**config.mk**
```make
export PLATFORM = sky130hd
export DESIGN_NAME = jet_queue
export DESIGN_NICKNAME = d
export VERILOG_FILES = /design/src/rtl/jet_pkg.sv /design/src/rtl/jet_queue.sv
export SDC_FILE = /design/constraint.sdc
export NUM_CORES = 1
export LEC_CHECK = 0
export BUFFER_PORTS_ARGS = -buffer_cell sky130_fd_sc_hd__buf_4
export CAP_MARGIN = 20
export CORE_AREA = 2 2 131 133
export CTS_CLUSTER_DIAMETER = 30
export CTS_CLUSTER_SIZE = 8
export DETAILED_ROUTE_END_ITERATION = 10
export DIE_AREA = 0 0 133 135
export HOLD_SLACK_MARGIN = 0.12
export PLACE_DENSITY_LB_ADDON = 0.3
export SYNTH_ARGS = -nofsm -noshare
export SYNTH_HDL_FRONTEND = slang
export SYNTH_SLANG_ARGS = --single-unit
export TNS_END_PERCENT = 100
```
**constraint.sdc**
```tcl
create_clock -name clk -period 2.89 [get_ports clk]
set_input_delay 0.578 -clock clk [delete_from_list [all_inputs] [get_ports clk]]
set_output_delay 0.578 -clock clk [all_outputs]
set_load 0.1 [all_outputs]
```
**src/rtl/jet_pkg.sv**
```systemverilog
// shared types and constants for the julia escape-time pixel unit
// no dependencies
package jet_pkg;
  localparam int ZW = 32;
  localparam int CW = 24;
  localparam int LW = 8;
  localparam int TW = 16;
  localparam int SW = 13;

  // configuration register indexes
  localparam logic [2:0] REG_C_REAL    = 3'd0;
  localparam logic [2:0] REG_C_IMAG    = 3'd1;
  localparam logic [2:0] REG_LIMIT     = 3'd2;
  localparam logic [2:0] REG_THRESHOLD = 3'd3;
  localparam logic [2:0] REG_ROWS      = 3'd4;
  localparam logic [2:0] REG_COLS      = 3'd5;

  typedef enum logic [2:0] {
    BK_IDLE, BK_MUL, BK_ADD, BK_MAG, BK_CMP, BK_OUT
  } bk_state_t;

  typedef enum logic [1:0] {FR_IDLE, FR_DIV, FR_PUSH} fr_state_t;

  // start point of one pixel, passed through the queue
  typedef struct packed {
    logic signed [ZW-1:0] zr;
    logic signed [ZW-1:0] zi;
  } jet_point_t;

  function automatic logic signed [ZW-1:0] sat32(input logic signed [65:0] v);
    if (v > 66'sd2147483647) return 32'sh7fffffff;
    if (v < -66'sd2147483648) return 32'sh80000000;
    return v[ZW-1:0];
  endfunction
endpackage

```
**src/rtl/jet_queue.sv**
```systemverilog
// two-entry queue of start points between the front and back ends
// depends on jet_pkg
module jet_queue (
  input  logic clk,
  input  logic rst,
  input  logic wr_valid,
  output logic full,
  input  jet_pkg::jet_point_t wr_data,
  output logic rd_valid,
  input  logic rd_take,
  output jet_pkg::jet_point_t rd_data
);
  import jet_pkg::*;

  jet_point_t mem [2];
  logic wp, rp;
  logic [1:0] count;
  logic do_wr, do_rd;

  assign full = (count == 2'd2);
  assign rd_valid = (count != 2'd0);
  assign rd_data = mem[rp];
  assign do_wr = wr_valid && !full;
  assign do_rd = rd_valid && rd_take;

  // pointers and fill count
  always_ff @(posedge clk) begin
    if (rst) begin
      wp <= 1'b0;
      rp <= 1'b0;
      count <= '0;
    end else begin
      if (do_wr) wp <= ~wp;
      if (do_rd) rp <= ~rp;
      count <= count + 2'(do_wr) - 2'(do_rd);
    end
  end

  // storage
  always_ff @(posedge clk) begin
    if (do_wr) mem[wp] <= wr_data;
  end
endmodule

```
-- After elaboration in Yosys (flattened, before gate mapping)
Memories as Yosys holds them, arrays and structs flattened. A register that Yosys moved wholly into a read port is not among the register bits.
Index checks and enable logic that the tools add are counted.
- add/subtract/negate cells: 2
- mux-type cells: 4
- reduce and logical (&&, ||, !) cells: 4
- equality and inequality tests: 1
- bitwise logic cells: 2
- operators by type and width (operator ; number):
    $mux 1 ; 4
    $add 2x1->2 ; 1
    $eq 2x2->1 const B ; 1
    $logic_and 1x1->1 ; 2
    $not 1->1 ; 2
    $reduce_bool 2->1 ; 1
    $sub 2x1->2 ; 1
    $logic_not 1->1 ; 1
- memory bits (writable): 128
- output and inout port bits: 66
- register bits: 4
- word-level logic and storage cells: 17
- memories kept: 1
- memory list (memory ; depth ; bits a word ; rd ports ; clocked after Yosys merged registers in ; wr ports ; RTL line ; text):
    mem ; 2 ; 64 ; 1 ; 1 ; 1 ; jet_queue.sv:15 ; jet_point_t mem [2];

-- Depth between registers and ports, before layout
Gate-level depths: netlist of run 1.
- depth in word-level cells: 5
- gate-level depth with buffers: 8
- gate-level depth less buffers: 8

-- Worst setup path after synthesis of run 1
Ideal clock, no wire load.
- path type: reg2reg
- start: register count[0]
- end: memory mem[0][0] (netlist bit), enable pin
- buffers on the path: 0
- arrival time: 2.320 ns
- setup time: 0.418 ns
- path slack: 0.152 ns
- clock period less this slack: 2.738 ns
- cell stages (with the launch flop): 5
- cells stage by stage: dfxtp_1 -> nand2b_2 -> inv_2 -> or3_1 -> inv_1
- word-level cells in the longest chain between the ends: 5
- ends and longest elaborated chain (item ; RTL line ; text):
    start: declaration ; jet_queue.sv:17 ; logic [1:0] count;
    start signal: assignment ; jet_queue.sv:35 ; count <= count + 2'(do_wr) - 2'(do_rd);
    $eq 2x2->1 ; jet_queue.sv:20 ; assign full = (count == 2'd2);
    net full ; jet_queue.sv:7 ; output logic full,
    $logic_not 1->1 ; jet_queue.sv:23 ; assign do_wr = wr_valid && !full;
    $logic_and 1x1->1 ; jet_queue.sv:23 ;
    $mux 1 ; jet_queue.sv:41 ; if (do_wr) mem[wp] <= wr_data;
    $mux 1 (implied by the code) ; jet_queue.sv:41 ;
    end: declaration ; jet_queue.sv:15 ;
The timed path passes the listed nets, and every way through them passes these cells.

==> results of run 1 <==
[synth_stat cells (all sizes together)]
library cell    n  area [um^2]
a21oi           1        5.000
and3            1        7.510
buf             7        75.07
dfxtp           5        100.1
edfxtp        128         3844
ha              2        25.02
inv             4        15.01
mux2           64        720.7
nand2           1        3.750
nand2b          1        8.760
nor2            3        11.26
nor2b           1        6.260
o21a            1        7.510
o21ai           1        5.000
or2             1        6.260
or3             1        6.260
xnor2           2        17.52
xor2            1        8.760
[layout make-up]
type | count | area, um^2 | area share [%]
repair buffers | 138 | 1074 | 15.92
inverters | 4 | 15.01 | 0.2226
multi-input cells | 81 | 843.3 | 12.50
flip-flops and latches | 133 | 3948 | 58.52
well taps | 220 | 275.3 | 4.081
clock buffers | 18 | 429.2 | 6.362
clock inverters | 14 | 161.4 | 2.393
[routing by layer]
| layer | global-route usage [%] | up-vias | wire [um] |
|---|---|---|---|
| met3 | 4.955 | 16 | 592 |
| met2 | 18.36 | 83 | 4858 |
| li1 | - | 1184 | - |
| met1 | 11.88 | 1261 | 3709 |
| met4 | 5.376 | 0 | 164 |
| met5 | 0 | - | 0 |
[kinds of logic (layout without fill, tap and decap cells)]
| family | count (synthesis) | after routing | share of synthesized area [%] |
|---|---|---|---|
| flops | 133 | 133 | 80.92 |
| mux | 64 | 64 | 14.79 |
| buf+inv | 11 | 174 | 1.848 |
| simple gates | 9 | 9 | 1.027 |
| compound gates | 3 | 3 | 0.3593 |
| xor+xnor | 3 | 3 | 0.5393 |
| fa+ha+maj | 2 | 2 | 0.5134 |
[where the power goes]
part           internal [mW]  switching (mW)  total [mW]
Sequential              2.40           0.117        2.51
Combinational          0.768            2.48        3.25
Clock                   1.35           0.772        2.12
[registers in the layout (all words and copies together), names as in the netlist, named ones only]
signal / count
wp: 1
rp: 1
count: 2
mem: 128
[critical path, cell delays in order, from the launching register on]
cell	delay [ns]
dfxtp_4	0.64
buf_4	0.31
mux2_2	0.37
buf_4	0.24
[metrics by stage]
step	util (%)	total power, mW	hold slack, ns	area [um^2]
after floorplan	-	5.179	0.4515	4873
final	41.11	7.883	0.3447	6745
after global placement	37.51	5.811	0.4926	6155
after global routing	41.11	8.169	0.3139	6745
after CTS	41.11	7.989	0.3146	6745
after detailed placement	37.51	5.839	0.4791	6155
[how the worst min path moves through the flow]
stage	startpoint	depth (start not counted)	end	slack, ns
finish	wr_data[15]	1	mem[1][15]	0.34
global route	wr_data[38]	1	mem[1][38]	0.31
CTS	wr_data[16]	1	mem[0][16]	0.31
detailed placement	wp	2	wp	0.48
global placement	wp	2	wp	0.49
floorplan	wp	2	wp	0.45
==> impl_metrics.toml, run 1 <==
[status]
outcome = "complete, no violations"

[timing]
setup_total_negative_slack_ns = 0
final.setup_skew_ns = 0.006339
period_minus_slack_ns = 2.559
grt_setup_unrepaired = "no"
timing.final.setup_violations = 0
report.final.slew_viol_count = 0
timing.max_slew.rel_slack_pct = 69.32
maxClockFrequency_mhz = 390.9
final_critical_path_setup_slack_ns = 0.3315
hold_violations = 0
final_cycle_share_pct = 88.53
tightestPinTransition_ns = 0.4601

[clocking]
clock_path_buffers = 2
clkSlewWorstSetupHoldPaths_ns = 0.06
cts_tree = "built"
post-cts-setup-buffer-count = 0
htree_levels = 4
ctsResizeCount = 0
cts_buffer_count = 17
cts_sinks = 133
clock_insertion_delay_worst_skew_ns = 0.41
cell_at_the_root_of_the_clock_tree = "clkbuf_16"
cts_hold_repair.buffers = 0

[place]
portBuffers = 133
post-dp-hpwl_um = 6146
placedCellCount = 576
gp_congestion = 0.6768
post-place-ws_ns = 0.7210

[synthesis]
synth.net_count = 295
avgSynthCellArea_um2 = 21.66
post_synth_inst_count = 225
netlist_area_um2 = 4873
synth_cell_type_count = 20
yosysWarnings = 0
yosys_register_bits = 133
synth_seq_area_share_pct = 80.92

[floorplan]
die_area_um2 = 17960
io_pins = 134
row_count = 47
die_y_um = 135
initial_utilization_pct = 29.70
core_region_area_um2 = 16410
die_x_um = 133

[setup_path]
critPathLaunchType = "flop"
worst-r2r-cell-count = 5
timing.critical_path.to = "rd_data[24]"
crit_type = "reg2out"
worst-endpoint-arrival_ns = 1.98
worst-endpoint-required_ns = 2.31
worst_reg2reg_path_startpoint = "count[0]"
regToRegSetupSlack_ns = 0.93
crit_fanout = 28
r2r_end = "mem[0][13]"
setup.worst_path.end_class = "primary output"

[finish]
drive_above_1_share_pct = 61.34
area_growth_syn_to_layout_pct = 38.41
antenna_cells = 0
layout.nets = 445
instances_no_fill = 608
fillers = 1469
mostFrequentLayoutCell = "buf_4"
commonest_cells_after_routing_fill_and_taps_aside = "buf_4, edfxtp_1, mux2_2, clkbuf_16"

[grt]
maximum_number_of_pins_on_one_net_before_global_route_repair = 40
first_global_vias = 2726
grt.total_usage_pct = 10.98
grt_antenna_before_repair = 0
grt_pass1_wl_um = 14330
grt-ovfl-total = 0

[drt]
drt_first_iter_violations = 110
vias_per_cell = 4.184
final_antenna_net_count = 0
totalWireLength_um = 9324
num_vias = 2544
route.detailed.wl_per_inst_um = 15.34
route.detailed.drc = 0
detailedRoute.firstPassIterationCount = 4

[pwr]
power.density_cell_area_nw_per_um2 = 1169
worst_ir_drop_vdd_v = 0.0006775
power_leakage_nw = 2.506

[run]
number_of_maximum_capacitance_constraint_violations = 0

[worst_hold_path]
timing.hold.worst.class = "in2reg"
Note: power is estimated with default switching activity, not from simulation.
==> inputs of run 2 (changes only) <==
Settings changed: ABC_AREA from default to 1, CORE_AREA 2 2 131 133 to 2 2 135 137, DIE_AREA 0 0 133 135 to 0 0 137 139.
==> impl_metrics.toml, run 2 <==
[floorplan]
core_region_area_um2 = 17660
die_y_um = 139
row_count = 49
die_area_um2 = 19040
die_x_um = 137
initial_utilization_pct = 29.27
io_pins = 134

[place]
gp_congestion = 0.6669
portBuffers = 133
post-dp-hpwl_um = 6183
placed_cell_area_um2 = 6391
placedCellCount = 598

[grt]
grt_pass1_wl_um = 14260
maximum_number_of_pins_on_one_net_before_global_route_repair = 46
grt-ovfl-total = 0
grt.total_usage_pct = 10.20
first_global_vias = 2716
grt_antenna_before_repair = 0

[timing]
setup_total_negative_slack_ns = 0
final.setup_skew_ns = 0.007037
timing.max_slew.rel_slack_pct = 60.35
period_minus_slack_ns = 2.309
final_cycle_share_pct = 79.88
grt_setup_unrepaired = "no"
hold_violations = 0
timing.final.setup_violations = 0
tightestPinTransition_ns = 0.5947
maxClockFrequency_mhz = 433.2
report.final.slew_viol_count = 0

[setup_path]
kind_of_cell_adding_the_most_delay_to_the_critical_path = "buffers and inverters"
timing.critical_path.cells = "buf_12 -> mux2_2 -> buf_4"
worst-endpoint-required_ns = 2.31
cp_slowest_cell = "mux2_2"
crit_fanout = 45
max_stage_delay_ns = 0.39
setup.worst_path.end_class = "primary output"
worst-endpoint-arrival_ns = 1.73
critPathLaunchType = "flop"
crit_type = "reg2out"
regToRegSetupSlack_ns = 1.27
worst_reg2reg_path_startpoint = "count[0]"
worstPathBufferInverterCount = 2

[pwr]
power_leakage_nw = 2.717
p_int_mw = 4.487
clock_power_share_pct = 23.9
power.net_switching_mw = 3.464
power.switching_fraction_pct = 43.57
sequentialPowerShare_pct = 31.7
worst_ir_drop_vdd_v = 0.0005250
p_total_mw = 7.950
power.combinational.fraction_pct = 44.4
power.density_cell_area_nw_per_um2 = 1150

[clocking]
cts_hold_repair.buffers = 0
clock_path_buffers = 2
clock_insertion_delay_worst_skew_ns = 0.40
clkSlewWorstSetupHoldPaths_ns = 0.05
post-cts-setup-buffer-count = 0
ctsResizeCount = 0
cell_at_the_root_of_the_clock_tree = "clkbuf_16"
cts_buffer_count = 17
cts_tree = "built"
htree_levels = 4
cts_sinks = 133

[drt]
final_antenna_net_count = 0
num_vias = 2568
detailedRoute.firstPassIterationCount = 4
drt_first_iter_violations = 128
route.detailed.wl_per_inst_um = 14.88
vias_per_cell = 4.083
totalWireLength_um = 9362
route.detailed.drc = 0

[finish]
area_growth_syn_to_layout_pct = 33.72
layout.nets = 458
instances_no_fill = 629
mostFrequentLayoutCell = "buf_4"
antenna_cells = 0
drive_above_1_share_pct = 57.75
layout_top_registers = "mem: 128 flops, count: 2 flops"
commonest_cells_after_routing_fill_and_taps_aside = "buf_4, edfxtp_1, mux2_4, clkbuf_16"
final_area_um2 = 6912
largest_register = "mem"
post-route-util_pct = 39.14
fillers = 1665
flip_flop_count_of_the_largest_register_after_layout = 128

[synthesis]
synth_ff_type = "edfxtp_1"
synth_edf_count = 128
synth_seq_area_share_pct = 76.30
commonest_cells_in_the_netlist = "edfxtp_1, mux2_4, inv_1, nor2_1, nand2_1"
yosysWarnings = 0
netlist_area_um2 = 5169
synth.net_count = 307
synthArstFlopShare_pct = 0
post-synth-top-area-cell = "edfxtp_1"
yosys_register_bits = 133
synth_top_cell_area_share_pct = 74.36
top_cells_by_area_in_the_synthesized_netlist = "edfxtp_1, mux2_4, buf_12"
synth_cell_type_count = 12
synthMostInstantiatedCell = "edfxtp_1"
post_synth_inst_count = 237
avgSynthCellArea_um2 = 21.81

[status]
outcome = "complete, no violations"

[run]
number_of_maximum_capacitance_constraint_violations = 0

[worst_hold_path]
min_from = "rst"
timing.hold.worst.class = "in2reg"
## run 2: cell type report
class / count / area [um^2] / share of cell area (%)
well taps: 229 / 286.5 / 4.146
flip-flops and latches: 133 / 3948 / 57.11
inverters: 9 / 33.78 / 0.4888
clock buffers: 17 / 425.4 / 6.155
repair buffers: 139 / 1056 / 15.28
multi-input cells: 88 / 1067 / 15.44
clock inverters: 14 / 95.09 / 1.376
## run 2: final timing paths
path | end | depth (start not counted)
worst max-delay path | rd_data[63] | 3
worst min-delay path | count[0] | 2
worst max register to register | mem[1][55] | 5
worst min register to register | rp | 2
## run 2: worst register-to-register path, cell delays in order, from the launching register on
cell	delay, ns
dfxtp_1	0.35
inv_1	0.07
nand2_1	0.12
nand3_1	0.12
inv_2	0.07
buf_4	0.47
## run 2: per-stage QoR
step | hold WS [ns] | setup slack (ns)
after floorplan | 0.4675 | 0.1536
after global routing | 0.3084 | 0.4952
after global placement | 0.4961 | 1.007
final | 0.3321 | 0.5815
after detailed placement | 0.4966 | 0.9859
after CTS | 0.3119 | 0.5395
## run 2: power by group through the flow
stage          Sequential, mW  Combinational, mW  Clock [mW]
6_report                 2.52               3.53        1.90
2_1_floorplan            2.55               3.01           0
3_5_place_dp             2.56               3.58           0
3_3_place_gp             2.55               3.56           0
4_1_cts                  2.52               3.58        1.96
5_1_grt                  2.54               3.66        2.05
## run 2: cell families (layout without fill, tap and decap cells)
kind of cell,Yosys count,in the layout,share of synthesized area [%]
compound gates,2,2,0.1937
fa+ha+maj,2,2,0.4841
buf+inv,16,179,3.195
flops,133,133,76.30
mux,64,64,18.30
simple gates,20,20,1.525
## run 2: per-layer routing
metal  GRT usage [%]  up-vias  part of all wire (%)
li1                -     1215                     -
met2           16.73       90                    51
met4           4.124        0                   1.3
met3           4.386        7                   7.2
met5               0        -                     0
met1           11.64     1256                    41
