## config.mk

```make
export PLATFORM = sky130hd
export DESIGN_NAME = jet_front
export DESIGN_NICKNAME = d
export VERILOG_FILES = /design/src/rtl/jet_pkg.sv /design/src/rtl/jet_front.sv
export SDC_FILE = /design/constraint.sdc
export NUM_CORES = 1
export LEC_CHECK = 0
export BUFFER_PORTS_ARGS = -buffer_cell sky130_fd_sc_hd__buf_2
export CORE_MARGIN = 4
export CORE_UTILIZATION = 57
export CTS_BUF_LIST = sky130_fd_sc_hd__clkbuf_2 sky130_fd_sc_hd__clkbuf_4 sky130_fd_sc_hd__clkbuf_8
export CTS_CLUSTER_SIZE = 14
export DETAILED_ROUTE_END_ITERATION = 10
export PLACE_DENSITY_LB_ADDON = 0.3
export SLEW_MARGIN = 20
export SYNTH_ARGS = -nofsm -noshare
export SYNTH_HDL_FRONTEND = slang
export SYNTH_SLANG_ARGS = --single-unit
```

## constraint.sdc

```tcl
create_clock -name clk -period 6.5 [get_ports clk]
set_input_delay 0.65 -clock clk [delete_from_list [all_inputs] [get_ports clk]]
set_output_delay 0.65 -clock clk [all_outputs]
set_load 0.02 [all_outputs]
```

## src/rtl/jet_pkg.sv

```systemverilog
// shared types and constants for the julia escape-time pixel unit
// no dependencies
package jet_pkg;
  localparam int ZW = 32;
  localparam int CW = 24;
  localparam int LW = 8;
  localparam int TW = 16;
  localparam int SW = 13;

  // configuration register indexes
  localparam logic [2:0] REG_C_REAL    = 3'd0;
  localparam logic [2:0] REG_C_IMAG    = 3'd1;
  localparam logic [2:0] REG_LIMIT     = 3'd2;
  localparam logic [2:0] REG_THRESHOLD = 3'd3;
  localparam logic [2:0] REG_ROWS      = 3'd4;
  localparam logic [2:0] REG_COLS      = 3'd5;

  typedef enum logic [2:0] {
    BK_IDLE, BK_MUL, BK_ADD, BK_MAG, BK_CMP, BK_OUT
  } bk_state_t;

  typedef enum logic [1:0] {FR_IDLE, FR_DIV, FR_PUSH} fr_state_t;

  // start point of one pixel, passed through the queue
  typedef struct packed {
    logic signed [ZW-1:0] zr;
    logic signed [ZW-1:0] zi;
  } jet_point_t;

  function automatic logic signed [ZW-1:0] sat32(input logic signed [65:0] v);
    if (v > 66'sd2147483647) return 32'sh7fffffff;
    if (v < -66'sd2147483648) return 32'sh80000000;
    return v[ZW-1:0];
  endfunction
endpackage

```

## src/rtl/jet_front.sv

```systemverilog
// front end: accepts a pixel and maps row and col to a start point by restoring division
// depends on jet_pkg
module jet_front #(
  parameter int COORD_BITS = 12,
  parameter int FRAC_BITS = 20
) (
  input  logic clk,
  input  logic rst,
  input  logic in_valid,
  output logic in_stall,
  input  logic [COORD_BITS-1:0] row,
  input  logic [COORD_BITS-1:0] col,
  input  logic [jet_pkg::SW-1:0] image_rows,
  input  logic [jet_pkg::SW-1:0] image_cols,
  output logic q_valid,
  input  logic q_full,
  output jet_pkg::jet_point_t q_data
);
  import jet_pkg::*;

  localparam int NW = COORD_BITS + 1 + FRAC_BITS;
  localparam int CNTW = $clog2(NW + 1);

  fr_state_t state, state_next;
  logic [NW-1:0] num_r, num_c, quo_r, quo_c;
  logic [SW:0] rem_r, rem_c;
  logic [SW-1:0] d_r, d_c;
  logic [CNTW-1:0] cnt;
  logic [SW:0] tr, tc;
  logic signed [NW+1:0] qr_s, qc_s;

  assign in_stall = (state != FR_IDLE);
  assign q_valid = (state == FR_PUSH);
  assign tr = {rem_r[SW-1:0], num_r[NW-1]};
  assign tc = {rem_c[SW-1:0], num_c[NW-1]};
  assign qr_s = $signed({2'b00, quo_r}) - ($signed(NW'(1)) <<< FRAC_BITS);
  assign qc_s = $signed({2'b00, quo_c}) - ($signed(NW'(1)) <<< FRAC_BITS);
  assign q_data.zr = sat32(66'(qr_s));
  assign q_data.zi = sat32(66'(qc_s));

  // state register
  always_ff @(posedge clk) begin
    if (rst) state <= FR_IDLE;
    else state <= state_next;
  end

  // next state
  always_comb begin
    state_next = state;
    case (state)
      FR_IDLE: if (in_valid) state_next = FR_DIV;
      FR_DIV: if (cnt == CNTW'(NW - 1)) state_next = FR_PUSH;
      FR_PUSH: if (!q_full) state_next = FR_IDLE;
      default: state_next = FR_IDLE;
    endcase
  end

  // one quotient bit per cycle for both coordinates
  always_ff @(posedge clk) begin
    if (state == FR_IDLE && in_valid) begin
      num_r <= NW'({row, 1'b0}) << FRAC_BITS;
      num_c <= NW'({col, 1'b0}) << FRAC_BITS;
      d_r <= (image_rows == '0) ? SW'(1) : image_rows;
      d_c <= (image_cols == '0) ? SW'(1) : image_cols;
      rem_r <= '0;
      rem_c <= '0;
      cnt <= '0;
    end else if (state == FR_DIV) begin
      num_r <= num_r << 1;
      num_c <= num_c << 1;
      cnt <= cnt + 1'b1;
      if (tr >= {1'b0, d_r}) begin
        rem_r <= tr - {1'b0, d_r};
        quo_r <= {quo_r[NW-2:0], 1'b1};
      end else begin
        rem_r <= tr;
        quo_r <= {quo_r[NW-2:0], 1'b0};
      end
      if (tc >= {1'b0, d_c}) begin
        rem_c <= tc - {1'b0, d_c};
        quo_c <= {quo_c[NW-2:0], 1'b1};
      end else begin
        rem_c <= tc;
        quo_c <= {quo_c[NW-2:0], 1'b0};
      end
    end
  end
endmodule

```

* Word level (Yosys, flattened, before mapping) *
Index checks and enable logic that the tools add are counted.

word-level totals
  logic and storage cells = 62
  input bits = 54
  register bits = 150
  output and inout port bits = 66

operators by class
  reductions and logical operators = 8
  multiplexer cells = 26
  bitwise operators = 1
  add/sub/neg operators = 5
  $lt $le $gt $ge = 6
  eq/ne operators = 6

operators by type and width
  kind                                                   number
  2-to-1 mux 32 bit                                      8
  2-to-1 mux 33 bit                                      4
  > comparator 34 x 32 -> 1 bit (second input constant)  2
  < comparator 34 x 32 -> 1 bit (second input constant)  2
  subtractor 33 x 21 -> 34 bit (second input constant)   2
  greater-or-equal comparator 14 x 13 -> 1 bit           2
  zero test 13 bit                                       2
  2-to-1 mux 13 bit                                      2
  subtractor 13 bit                                      2
  2-to-1 mux 1 bit                                       8
  adder 6 x 1 -> 6 bit (second input constant)           1
  == test 6 bit (second input constant)                  1
  2-to-1 mux 2 bit                                       3
  inequality test 2 bit (second input constant)          3
  case mux 2 bit (3 select lines)                        1
  nonzero test 2 bit                                     2
  AND reduction 3 bit                                    1
  == test 2 x 1 -> 1 bit (second input constant)         1
  == test 2 bit (second input constant)                  1
  zero test 2 bit                                        1
  AND reduction 2 bit                                    1
  logical AND 1 bit                                      1
  NOT 1 bit                                              1

* Longest topological paths before layout *
Gate-level depths: netlist of the first run.

  depth after elaboration = 6
  gate-level depth with buffers = 11
  depth with buffers taken out = 9

* Least setup slack after synthesis of the first run *
No wires, ideal clock.

  path kind = reg-to-reg
  from = register state[1]
  to = register rem_c[10]
  library setup time = 81 ps
  arrival = 3303 ps
  path buffers = 3
  stages on the path, launching flop included = 8
  required time = 6419 ps
  setup slack = 3116 ps
  period minus slack after synthesis = 3384 ps
  cells stage by stage = dfxtp_1 > nand2b_1 > clkbuf_1 > inv_2 > clkbuf_1 > buf_1 > nand4_1 > o211ai_1

between the ends
  longest elaborated chain between the ends = 2
  elaborated cells on any way between the ends = 3
  classes of those cells = 1 x eq/ne; 2 x reduce/logical

RTL lines
  what                    RTL line         RTL
  from (decl)             jet_front.sv:24  fr_state_t state, state_next;
  from (signal assigned)  jet_front.sv:44  else state <= state_next;
  zero test 2 bit         jet_front.sv:60  if (state == FR_IDLE && in_valid) begin
  logical AND 1 bit       jet_front.sv:60
  to (signal assigned)    jet_front.sv:80  rem_c <= tc - {1'b0, d_c};
  to (signal assigned)    jet_front.sv:83  rem_c <= tc;
  to (decl)               jet_front.sv:26  logic [SW:0] rem_r, rem_c;

Several ways; a longest one is shown, not always the timed one.
A chain may end at the register's enable or synchronous reset.

==> impl_metrics.yaml, run 1 <==
critical_path:
  reg2reg_to: "num_r[27]"
  path_class: "flip-flop to output port"
  ff2ff_path_depth: 6
  cp_max_fo: 20
  cp_common_cell: "nor2_2"
  required_ns: 5.85
  worst_setup_path_start_kind: "flip-flop"
  r2r_setup_slack_ns: 3.30
  cpPeakStageDelay_ns: 0.45
  cp_slowest_cell: "edfxtp_1"
  r2r_start: "state[0]"
  end_kind: "output port"
  arrival_ns: 2.91
  crit_chain: "inv_1 > ha_1 > or3b_4 > nor4_4 > nand2_2 > a32oi_2 > buf_4 > nor2_2 > nor2_2 > buf_2"
pwr:
  p_leak_nw: 3.52
  p_total_mw: 3.07
  ir_drop_mv: 0.178
  p_per_area_nw_per_um2: 340
place:
  dp_hpwl_um: 11100
  dpl.cell_count: 1016
  placed_cell_area_um2: 8630
  io_buffers: 119
  gp_congestion: 0.892
logic_synthesis:
  synth-seq-area-share_pct: 51.9
  synth_warnings: 0
  muxShareOfSynthArea_pct: 2.18
  synth_ff_type: "edfxtp_1"
  syn_nets: 854
  synth-xor-area-share_pct: 3.49
  synth_top_area_share_pct: 43.4
  synth_edf_count: 116
  synth_top_family_by_area: "simple AND/OR/NAND/NOR gates"
  synthTopCellsByArea: "edfxtp_1 43%, dfxtp_1 8.5%, nand2_1 4.9%, ha_1 4.7%, nor2_2 3.1%"
  netlist.top_cell.by_area: "edfxtp_1"
  synthAdderAreaFrac_pct: 5.18
  syn_avg_cell_area_um2: 10.5
  async_flop_share_pct: 0
  yosysUniqueCellTypes: 79
  synth-compound-area-share_pct: 13.3
  synth_area_um2: 8030
  synth.ff_latch_count: 150
  syn_inst: 768
  yosys.area_share.simple_pct: 18.5
global_route:
  grt_pass1_vias: 5654
  antenna_found_initial: 0
  grt_start_max_net_pins: 94
  grt_pass1_wl_um: 26600
  grt_overflow: 0
  track_usage_pct: 20.2
hold_path:
  hold_end: "state[0]"
  holdPathStages: 2
  min_from: "rst"
  hold_path_class: "input port to flip-flop"
final_layout:
  n_fill_cell: 1080
  layoutNonFillerInstCount: 1048
  drive_gt1_share_pct: 25.5
  num_antenna_cells: 0
  syn2layout_area_growth_pct: 12.7
  nNetsFinal: 941
  postLayoutCellArea_um2: 9050
sta:
  post-route-period-util_pct: 54.8
  worst_slew_pin_slew_ns: 0.979
  max_freq_mhz: 281
  setup_viol: 0
  period_needed_ns: 3.56
  rsz0062_at_grt: "no"
  setup_tns_ns: 0
  fin_skew_ns: 0.00827
  whs_ns: 0.374
  relSlewSlack_pct: 34.5
  hold_viol_final: 0
  finalMaxSlewViolations: 0
floorplanning:
  dieArea_um2: 16000
  core_um2: 13800
  io_pins: 120
  start_util_pct: 58.0
  die_w_um: 127
  num_rows: 43
  die_y_um: 127
route:
  wl_per_cell_um: 15.2
  final_antenna_net_count: 0
  dr.pass1.iters: 5
  drc: 0
  avgViaCountPerCell: 5.68
  initialDrtViolationCount: 365
  vias: 5949
  wl_um: 16000
clocking:
  post-cts-setup-buffer-count: 0
  htreeDepth: 4
  cts_resized: 0
  cts_buffer_depth: 2
  numCtsBuffers: 17
  cts_tree: "done"
  clk_pin_slew_worst_paths_ns: 0.08
  clockRootBuffer: "clkbuf_8"
  insertion_delay_ns: 0.45
  clock_sinks: 150
  postCtsHoldBufs: 0
run:
  maxCapViolCount: 0
status:
  outcome: "finished clean"
==> cell usage in the layout, fill, tap and decap left out, types with 7 or more instances in the layout <==
master    synthesis  layout
a21o_1            8       8
a21oi_1          29      29
buf_2             9     119
clkbuf_8          0      18
dfxtp_1          34      34
edfxtp_1        116     116
ha_1             30      30
inv_1            43      42
mux2i_1          16      16
nand2_1         105     105
nand3_1          28      28
nor2_1           38      38
nor2_2           40      40
nor2b_1           7       7
nor3_1           10      10
o211ai_1          9       9
o21a_1           30      30
o21ai_0          14      14
o21ai_1          23      23
xnor2_1          19      19
xor2_1           13      13
==> power breakdown <==
| part | internal, mW | switching (mW) |
|---|---|---|
| sequential | 1.22 | 0.106 |
| combinational | 0.408 | 0.591 |
| clock | 0.397 | 0.350 |
| total | 2.03 | 1.05 |
==> flip-flops by register name (all words and copies together) (netlist names) <==
| signal | flops |
|---|---|
| state | 2 |
| quo_r | 33 |
| cnt | 6 |
| rem_c | 13 |
| rem_r | 13 |
| d_r | 13 |
| num_r | 12 |
| num_c | 12 |
| d_c | 13 |
| quo_c | 33 |
==> kinds of logic after synthesis <==
logic type               after synthesis
AO/OA/AOI/OAI                        153
XOR/XNOR                              32
adder cells (fa/ha/maj)               32
buffers and inverters                101
flip-flops                           150
multiplexers                          17
AND/OR/NAND/NOR                      283
==> worst max-delay path by stage <==
stage | end | cells past startpoint | slack (ns) | startpoint
global placement | num_r[26] | 6 | 3.28 | in_valid
detailed placement | num_r[26] | 6 | 3.10 | in_valid
floorplan | rem_c[10] | 7 | 3.12 | state[1]
CTS | q_data[38] | 10 | 2.90 | quo_r[20]
finish | q_data[38] | 10 | 2.94 | quo_r[20]
global route | q_data[41] | 10 | 2.75 | quo_r[20]
==> through the flow <==
stage / setup WS (ns) / utilization [%]
floorplan: 3.12 / -
global placement: 3.28 / 62.3
detailed placement: 3.10 / 62.4
CTS: 2.90 / 65.4
global route: 2.75 / 65.4
finish: 2.94 / 65.4
==> critical path: cells and delay by family (launching register included) <==
family / cells / cell delay, ns
AOI/OAI and AO/OA: 1 / 0.18
adders and majority gates: 1 / 0.24
buffers and inverters: 3 / 0.60
DFF: 1 / 0.45
and+or+nand+nor: 5 / 0.99
==> final cells by class <==
cell class	instances	area (um2)	share of cell area (%)
sequential	150	4160	46.0
multi-input combinational	517	3420	37.9
timing repair buffer	124	644	7.12
clock buffer	20	263	2.90
tap	180	225	2.49
inverter	45	174	1.92
clock inverter	12	153	1.69
==> metal layers <==
layer | global-route usage [%] | wire length [um] | vias up
met5 | 0 | 0 | -
met4 | 8.52 | 389 | 0
met3 | 4.51 | 894 | 34
met2 | 33.9 | 7670 | 169
met1 | 25.4 | 7000 | 2828
li1 | - | - | 2918
==> Yosys cell counts (all sizes together) (6+ instances only) <==
library cell and n:
o21ai 37, nand3 28, mux2i 16, a21o 8
xnor2 19, ha 30, inv 45, buf 20
o21a 30, nor2b 7, nand4 6, dfxtp 34
nor2 78, o211ai 11, edfxtp 116, nor4 9
nand2 107, nor3 12, clkbuf 36, xor2 13
a21oi 29
Note: power is estimated with default switching activity, not from simulation.
==> inputs of run 2 (changes only) <==
--- a/config.mk
+++ b/config.mk
@@ -7,7 +7,7 @@
 export LEC_CHECK = 0
 export BUFFER_PORTS_ARGS = -buffer_cell sky130_fd_sc_hd__buf_2
 export CORE_MARGIN = 4
-export CORE_UTILIZATION = 57
+export CORE_UTILIZATION = 54
 export CTS_BUF_LIST = sky130_fd_sc_hd__clkbuf_2 sky130_fd_sc_hd__clkbuf_4 sky130_fd_sc_hd__clkbuf_8
 export CTS_CLUSTER_SIZE = 14
 export DETAILED_ROUTE_END_ITERATION = 10
==> constraint.sdc (replaced) <==
create_clock -name clk -period 3.2 [get_ports clk]
set_input_delay 0.32 -clock clk [delete_from_list [all_inputs] [get_ports clk]]
set_output_delay 0.32 -clock clk [all_outputs]
set_load 0.02 [all_outputs]
==> run 2 against run 1 <==
Critical path depth rose by 1. Via count rose by 0.13%. Sequential cell count did not move. Hold slack got worse by 0.32 ns. Clock power rose by 94%. Register-to-register slack got worse by 2.7 ns. Critical endpoint is now q_data[33]. Largest power group unchanged.
==> impl_metrics.yaml, run 2 (same netlist as run 1, synthesis figures left out) <==
status:
  outcome: "finished clean"
global_route:
  track_usage_pct: 19.5
  antenna_found_initial: 0
  grt_pass1_vias: 5807
  grt_start_max_net_pins: 58
  grt_overflow: 0
  grt_pass1_wl_um: 26500
sta:
  worst_slew_pin_slew_ns: 0.963
  fin_skew_ns: 0.00864
  period_needed_ns: 3.09
  max_freq_mhz: 323
  whs_ns: 0.0512
  hold_viol_final: 0
  setup_slack_ns: 0.107
  post-route-period-util_pct: 96.7
  setup_viol: 0
  finalMaxSlewViolations: 0
  relSlewSlack_pct: 35.6
route:
  wl_per_cell_um: 15.4
  dr.pass1.iters: 5
  final_antenna_net_count: 0
  drc: 0
  initialDrtViolationCount: 306
  vias: 5957
  avgViaCountPerCell: 5.60
  wl_um: 16400
final_layout:
  final_cell_mix: "116 x edfxtp_1, 113 x buf_2, 104 x nand2_1"
  drive_gt1_share_pct: 26.7
  largestRegisters: "quo_c x33, quo_r x33"
  num_antenna_cells: 0
  n_fill_cell: 1139
  layout_commonest_cell: "edfxtp_1"
  nNetsFinal: 954
  syn2layout_area_growth_pct: 15.3
floorplanning:
  dieArea_um2: 16900
  start_util_pct: 55.2
  die_w_um: 130
  core_um2: 14500
  die_y_um: 130
  num_rows: 44
  io_pins: 120
pwr:
  p_leak_nw: 3.62
  ir_drop_mv: 0.395
  p_per_area_nw_per_um2: 671
clocking:
  insertion_delay_ns: 0.45
  clockRootBuffer: "clkbuf_8"
  clock_sinks: 150
  clk_pin_slew_worst_paths_ns: 0.08
  cts_tree: "done"
  cts_buffer_depth: 2
  htreeDepth: 4
  numCtsBuffers: 17
place:
  gp_congestion: 0.847
  dp_hpwl_um: 11100
  dp_slack_ns: 0.425
  io_buffers: 119
critical_path:
  cp_max_fo: 5
  worst_setup_path_start_kind: "flip-flop"
  required_ns: 2.88
  end_kind: "output port"
  path_class: "flip-flop to output port"
  arrival_ns: 2.77
hold_path:
  hold_path_class: "input port to flip-flop"
run:
  maxCapViolCount: 0
## run 2: cell count changes in the layout (fill, tap and decap cells not counted), moves of 2 or more
cell       delta
buf_4        +11
buf_2         -6
buf_6         +4
buf_12        +2
clkbuf_16     +2
clkinv_1      +2
clkinv_4      -2
inv_2         +2
## run 2: worst max-delay path, stage by stage, from the launching register on
cell	delay, ns
edfxtp_1	0.45
inv_2	0.10
ha_4	0.14
or3b_4	0.39
nor4_4	0.31
nand2_2	0.13
a32oi_4	0.22
buf_12	0.16
clkbuf_16	0.14
nor2_2	0.04
nor2_2	0.07
buf_2	0.16
## run 2: final timing paths
path / startpoint / to / slack, ns / cells past startpoint
setup / recovery: quo_r[20] / q_data[33] / 0.11 / 11
hold / removal: image_rows[3] / d_r[3] / 0.05 / 1
setup reg to reg: num_c[32] / rem_c[0] / 0.58 / 9
hold reg to reg: quo_c[16] / quo_c[17] / 0.46 / 0
## run 2: through the flow
| stage | cells | setup TNS (ns) | instance area [um2] | utilization (%) | total power, mW |
|---|---|---|---|---|---|
| 5_1_grt | 1064 | -0.251 | 9250 | 63.7 | 6.63 |
| 2_1_floorplan | 768 | 0 | 8030 | - | 4.32 |
| 3_5_place_dp | 1022 | 0 | 8640 | 59.4 | 4.74 |
| 4_1_cts | 1053 | 0 | 9030 | 62.1 | 6.20 |
| 3_3_place_gp | 1022 | 0 | 8640 | 59.4 | 4.63 |
| 6_report | 1064 | 0 | 9250 | 63.7 | 6.21 |
## run 2: area by class of cell
class	count	area, um2	area share, %
multi-input combinational	517	3470	37.5
inverter	45	173	1.87
clock inverter	12	136	1.47
clock buffer	19	249	2.69
tap	184	230	2.49
sequential	150	4160	45.0
timing repair buffer	137	827	8.94
## run 2: layer usage
metal	global-route usage (%)	vias up	share of wire (%)
met5	0	-	0
met4	7.27	0	1.6
met3	6.02	31	5.8
met2	32.4	181	50
met1	24.2	2815	43
li1	-	2930	-
## run 2: power breakdown
group | internal [mW] | switching [mW] | leakage (nW)
clock network | 0.768 | 0.680 | 0.194
registers | 2.48 | 0.215 | 1.38
logic | 0.864 | 1.20 | 2.05
total | 4.11 | 2.10 | 3.62
## run 2: repair_timing
action	4_1_cts	5_1_grt
cloned	0	3
hold endpoints to repair	0	1
pin swaps	0	3
gates resized for setup	2	20
endpoints found under the setup margin	40	62
hold buffers	0	1
setup buffers	0	7
